<file path="src/design/hsfr_pkg.sv">
`timescale 1ns / 1ps
// ----------------------------------------------------------------------------
// hsfr_pkg
// shared types and constants of the haptic sample queue to rumble block
// ----------------------------------------------------------------------------
package hsfr_pkg;

  // default sizes
  localparam int BUFFER_DEPTH_DEF = 4096;
  localparam int CHUNK_LEN_DEF    = 30;

  // field widths
  localparam int FUNC_W      = 2;
  localparam int SAMPLE_W    = 8;
  localparam int LIMIT_W     = 13;
  localparam int INTENSITY_W = 16;
  localparam int TAKEN_W     = 7;
  localparam int TOTAL_W     = 32;

  // queue limit after reset
  localparam logic [LIMIT_W-1:0] LIMIT_RESET = 13'd3000;

  // sample value that means silence
  localparam logic [SAMPLE_W-1:0] SILENCE = 8'd128;

  // function codes
  localparam logic [FUNC_W-1:0] FUNC_PUSH  = 2'd0;
  localparam logic [FUNC_W-1:0] FUNC_PUMP  = 2'd1;
  localparam logic [FUNC_W-1:0] FUNC_STOP  = 2'd2;
  localparam logic [FUNC_W-1:0] FUNC_RESET = 2'd3;

  // entries in the command queue between front and engine
  localparam int CMD_DEPTH = 2;

  // decoded command
  typedef struct packed {
    logic                push;
    logic                pump;
    logic                clr_queue;
    logic                clr_total;
    logic [SAMPLE_W-1:0] sample;
  } cmd_t;

endpackage

</file>
<file path="src/design/hsfr_front.sv">
`timescale 1ns / 1ps
// ----------------------------------------------------------------------------
// hsfr_front
// accepts input beats, decodes the function code and queues the commands
// ----------------------------------------------------------------------------
module hsfr_front (
  input  logic                          clk,
  input  logic                          rst,
  input  logic                          in_valid,
  output logic                          in_ready,
  input  logic [hsfr_pkg::FUNC_W-1:0]   func,
  input  logic [hsfr_pkg::SAMPLE_W-1:0] sample,
  output logic                          cmd_valid,
  input  logic                          cmd_ready,
  output hsfr_pkg::cmd_t                cmd
);

  localparam int QD  = hsfr_pkg::CMD_DEPTH;
  localparam int QAW = (QD > 1) ? $clog2(QD) : 1;
  localparam int QCW = $clog2(QD + 1);

  hsfr_pkg::cmd_t   queue [QD];
  logic [QAW-1:0]   wr_ptr;
  logic [QAW-1:0]   rd_ptr;
  logic [QCW-1:0]   count;
  hsfr_pkg::cmd_t   decoded;
  logic             push_en;
  logic             pop_en;

  // decode of the incoming beat
  always_comb begin
    decoded.push      = (func == hsfr_pkg::FUNC_PUSH);
    decoded.pump      = (func == hsfr_pkg::FUNC_PUMP);
    decoded.clr_queue = (func == hsfr_pkg::FUNC_STOP) || (func == hsfr_pkg::FUNC_RESET);
    decoded.clr_total = (func == hsfr_pkg::FUNC_RESET);
    decoded.sample    = sample;
  end

  // handshakes
  assign in_ready  = (count != QCW'(QD));
  assign cmd_valid = (count != '0);
  assign push_en   = in_valid && in_ready;
  assign pop_en    = cmd_valid && cmd_ready;
  assign cmd       = queue[rd_ptr];

  // command storage
  always_ff @(posedge clk) begin
    if (push_en) begin
      queue[wr_ptr] <= decoded;
    end
  end

  // pointers and occupancy
  always_ff @(posedge clk) begin
    if (rst) begin
      wr_ptr <= '0;
      rd_ptr <= '0;
      count  <= '0;
    end else begin
      if (push_en) begin
        wr_ptr <= (wr_ptr == QAW'(QD - 1)) ? '0 : wr_ptr + 1'b1;
      end
      if (pop_en) begin
        rd_ptr <= (rd_ptr == QAW'(QD - 1)) ? '0 : rd_ptr + 1'b1;
      end
      if (push_en && !pop_en) begin
        count <= count + 1'b1;
      end else if (pop_en && !push_en) begin
        count <= count - 1'b1;
      end
    end
  end

endmodule

</file>
<file path="config.mk">
export PLATFORM = sky130hd
export DESIGN_NAME = hsfr_front
export DESIGN_NICKNAME = d
export VERILOG_FILES = /design/src/design/hsfr_pkg.sv /design/src/design/hsfr_front.sv
export SDC_FILE = /design/constraint.sdc
export NUM_CORES = 1
export LEC_CHECK = 0
export BUFFER_PORTS_ARGS = -buffer_cell sky130_fd_sc_hd__clkbuf_2
export CAP_MARGIN = 10
export CELL_PAD_IN_SITES_DETAIL_PLACEMENT = 1
export CELL_PAD_IN_SITES_GLOBAL_PLACEMENT = 1
export CORE_ASPECT_RATIO = 1.1
export CORE_UTILIZATION = 41
export CTS_CLUSTER_SIZE = 40
export DETAILED_ROUTE_END_ITERATION = 10
export HOLD_SLACK_MARGIN = 0.15
export PLACE_DENSITY_LB_ADDON = 0.1
export SYNTH_ARGS = -nofsm -noshare
export SYNTH_HDL_FRONTEND = slang
export SYNTH_SLANG_ARGS = --single-unit
</file>
<file path="constraint.sdc">
create_clock -name clk -period 2.2 [get_ports clk]
set_input_delay 0 -clock clk [delete_from_list [all_inputs] [get_ports clk]]
set_output_delay 0 -clock clk [all_outputs]
set_load 0.05 [all_outputs]
</file>
==> impl_metrics.ini <==
[synth]
yosys.area.top_type = edfxtp_1
yosysTopAreaCellShare_pct = 64.9
yosys.cell_types.count = 19
synth_area_leaders = edfxtp_1 65%, mux2_2 12%, dfxtp_1 9.0%, xor2_1 2.4%, nor2_1 1.4%
yosysSeqAreaShare_pct = 73.9
syn_area_um2 = 1110
yosysWarnings = 0
synth_nets = 80
ys_ff_latch = 29
netlist_instances = 65
avgSynthCellArea_um2 = 17.1

[worst_hold_path]
hp-start = in_valid
min_path_cells = 5
hp-class = input port to register
whs_endpoint = count[0]$_SDFFE_PP0P_

[timing]
final_max_slew_viol_count = 0
final-setup-viol-count = 0
min_period_ns = 1.64
finClkSkew_ns = 0.00681
worst_pin_slew_ns = 0.597
slew-limit-headroom_pct = 60.2
tns_ns = 0
max_freq_ghz = 0.608
post-route-period-util_pct = 74.7
rsz0062_at_grt = false
hold_viol = 0

[placement]
placed_cell_area_um2 = 1280
gp_congestion = 0.746
numPortBuffers = 27
dp_hpwl_um = 1230

[route]
drt_iter0_drc = 13
vias_per_cell = 4.73
post_drt_wl_per_cell_um = 13.7
first_pass_iters = 2
drc_errors = 0
vias = 672
ant_nets = 0
routed_wl_um = 1950

[cells_and_area]
finalInstanceArea_um2 = 1470
antenna_cells = 0
nets = 125
multi_input_area_um2 = 278
area_growth_pct = 31.9
regArea_um2 = 821
final_layout_size_suffix_gt1_share_pct = 43.2
fill_cells = 265

[outcome]
outcome = finished, final reports clean

[worst_setup_path]
cpPeakStageDelay_ns = 0.69
path_max_fanout = 12
critPathArrivalTime_ns = 1.64
cp_top_family = flip-flops
r2r_cells = 5
critPathRequiredTime_ns = 2.20
crit_path_end_kind = output pin
criticalPathCategory = register to output pin
slowest_stage = dfxtp_1
path_buf_inv = 1
worst-r2r-setup-slack_ns = 0.58
cp-start-kind = register
r2r-end = count[1]$_SDFFE_PP0P_
crit_chain = mux2_2 > clkbuf_2
r2r_start = count[0]$_SDFFE_PP0P_

[die]
core_um2 = 2540
io_pins = 28
initial_utilization_pct = 43.7
die_h_um = 56.6
die_x_um = 51.6
die-area_um2 = 2920
row_count = 19

[flow_run]
drv_cap = 0

[power]
power_frac_clock_pct = 18.0
power_leakage_uw = 0.000584
vdd.ir_drop.worst_v = 0.000651
swShare_pct = 39.5
intPower_uw = 1080
power.density_nw_per_um2 = 1210
p_comb_share_pct = 39.0
p_seq_share_pct = 42.9
p_switching_uw = 702

[clock_tree]
insertion_delay_ns = 0.31
clockBufferDepth = 2
cts_buffers = 5
cts-root-buf = clkbuf_4
cts_resized = 0
numClockSinks = 29
htree_levels = 2
cts_tree = yes
clkTransAtPathRegs_ns = 0.08

[global_routing]
grt_pass1_wl_um = 3190
grt_pass1_vias = 720
antenna_found_initial = 0
grt_overflow_total = 0
track_usage_pct = 16.3
grt_start_max_net_pins = 13
[worst reg2reg max path, delay by kind of cell (launching register included)]
family	cells	cell delay, ns
adder cells (fa/ha/maj)	1	0.33
flip-flops	1	0.36
AO/OA/AOI/OAI	1	0.15
AND/OR/NAND/NOR	3	0.71
[registers in the layout (all words and copies together) (netlist names), named ones only]
name / flops
queue: 24
count: 2
rd_ptr: 1
wr_ptr: 1
[cell usage after synthesis]
library cell / instances
and3_1: 1
mux2_2: 12
a21oi_1: 2
nor2b_1: 1
ha_1: 1
nand3b_1: 1
buf_2: 1
nor2_1: 4
dfxtp_1: 5
and2_1: 2
clkbuf_1: 1
o21ai_0: 2
a21bo_2: 1
xor2_1: 3
nand2b_4: 1
or3_1: 1
or2_2: 1
edfxtp_1: 24
inv_1: 1
[per-layer routing]
metal / track usage [%] / routed length [µm] / vias up
met5: 0 / 0 / -
met4: 8.11 / 29 / 0
met3: 8.13 / 94 / 2
met2: 27.3 / 1040 / 20
met1: 16.2 / 780 / 323
li1: - / - / 327
[power by group through the flow]
stage | Combinational [µW] | Sequential, µW | Clock, µW
floorplan | 571 | 739 | 0
global placement | 664 | 773 | 0
detailed placement | 679 | 779 | 0
CTS | 703 | 766 | 333
global route | 737 | 776 | 357
finish | 694 | 764 | 320
[cells by family after synthesis]
family	Yosys count	synth area share, %
flip-flops	29	73.9
multiplexers	12	12.2
AND/OR/NAND/NOR	12	6.64
AO/OA/AOI/OAI	5	2.70
XOR/XNOR	3	2.37
buffers and inverters	3	1.13
adder cells (fa/ha/maj)	1	1.13
[cell type report]
class	instances	area share [%]
clock buffers	8	4.01
well taps	31	2.65
multi-input cells	33	19.0
repair buffers	40	18.1
flip-flops and latches	29	56.0
inverters	1	0.256
[worst max path at each step]
stage	to	cells past startpoint
after floorplan	count[1]$_SDFFE_PP0P_	5
after global placement	count[1]$_SDFFE_PP0P_	5
after detailed placement	count[1]$_SDFFE_PP0P_	5
after CTS	cmd[4]	2
after global routing	cmd[3]	2
final	cmd[4]	2
[timing repair]
| action | 4_1_cts | 5_1_grt |
|---|---|---|
| hold buffers | 13 | 0 |
| endpoints found under the setup margin | 0 | 0 |
| buffers inserted | 0 | 0 |
| endpoints found under the hold margin | 29 | 0 |
[stage by stage]
step	worst slack, ns	util, %	cells	power (µW)	hold slack [ns]
6_report	0.556	57.6	142	1780	0.289
5_1_grt	0.465	57.6	142	1870	0.358
4_1_cts	0.507	57.6	142	1800	0.279
3_5_place_dp	0.585	50.2	121	1460	0.197
3_3_place_gp	0.676	50.2	121	1440	0.190
2_1_floorplan	0.584	-	65	1310	0.0691
[cells in the final DEF, fill, tap and decap left out]
cell type | Yosys | final
dfxtp_1 | 5 | 5
or3_1 | 1 | 1
and3_1 | 1 | 1
a21oi_1 | 2 | 2
clkbuf_2 | 0 | 27
inv_1 | 1 | 1
nor2_1 | 4 | 4
nand3b_1 | 1 | 1
and2_1 | 2 | 2
xor2_1 | 3 | 3
ha_1 | 1 | 1
dlygate4sd3_1 | 0 | 13
mux2_2 | 12 | 12
clkbuf_4 | 0 | 5
clkbuf_8 | 0 | 1
edfxtp_1 | 24 | 24
clkbuf_1 | 1 | 2
nor2b_1 | 1 | 1
o21ai_0 | 2 | 2
or2_2 | 1 | 1
a21bo_2 | 1 | 1
nand2b_4 | 1 | 1
Power figures use the tool's default switching activity.
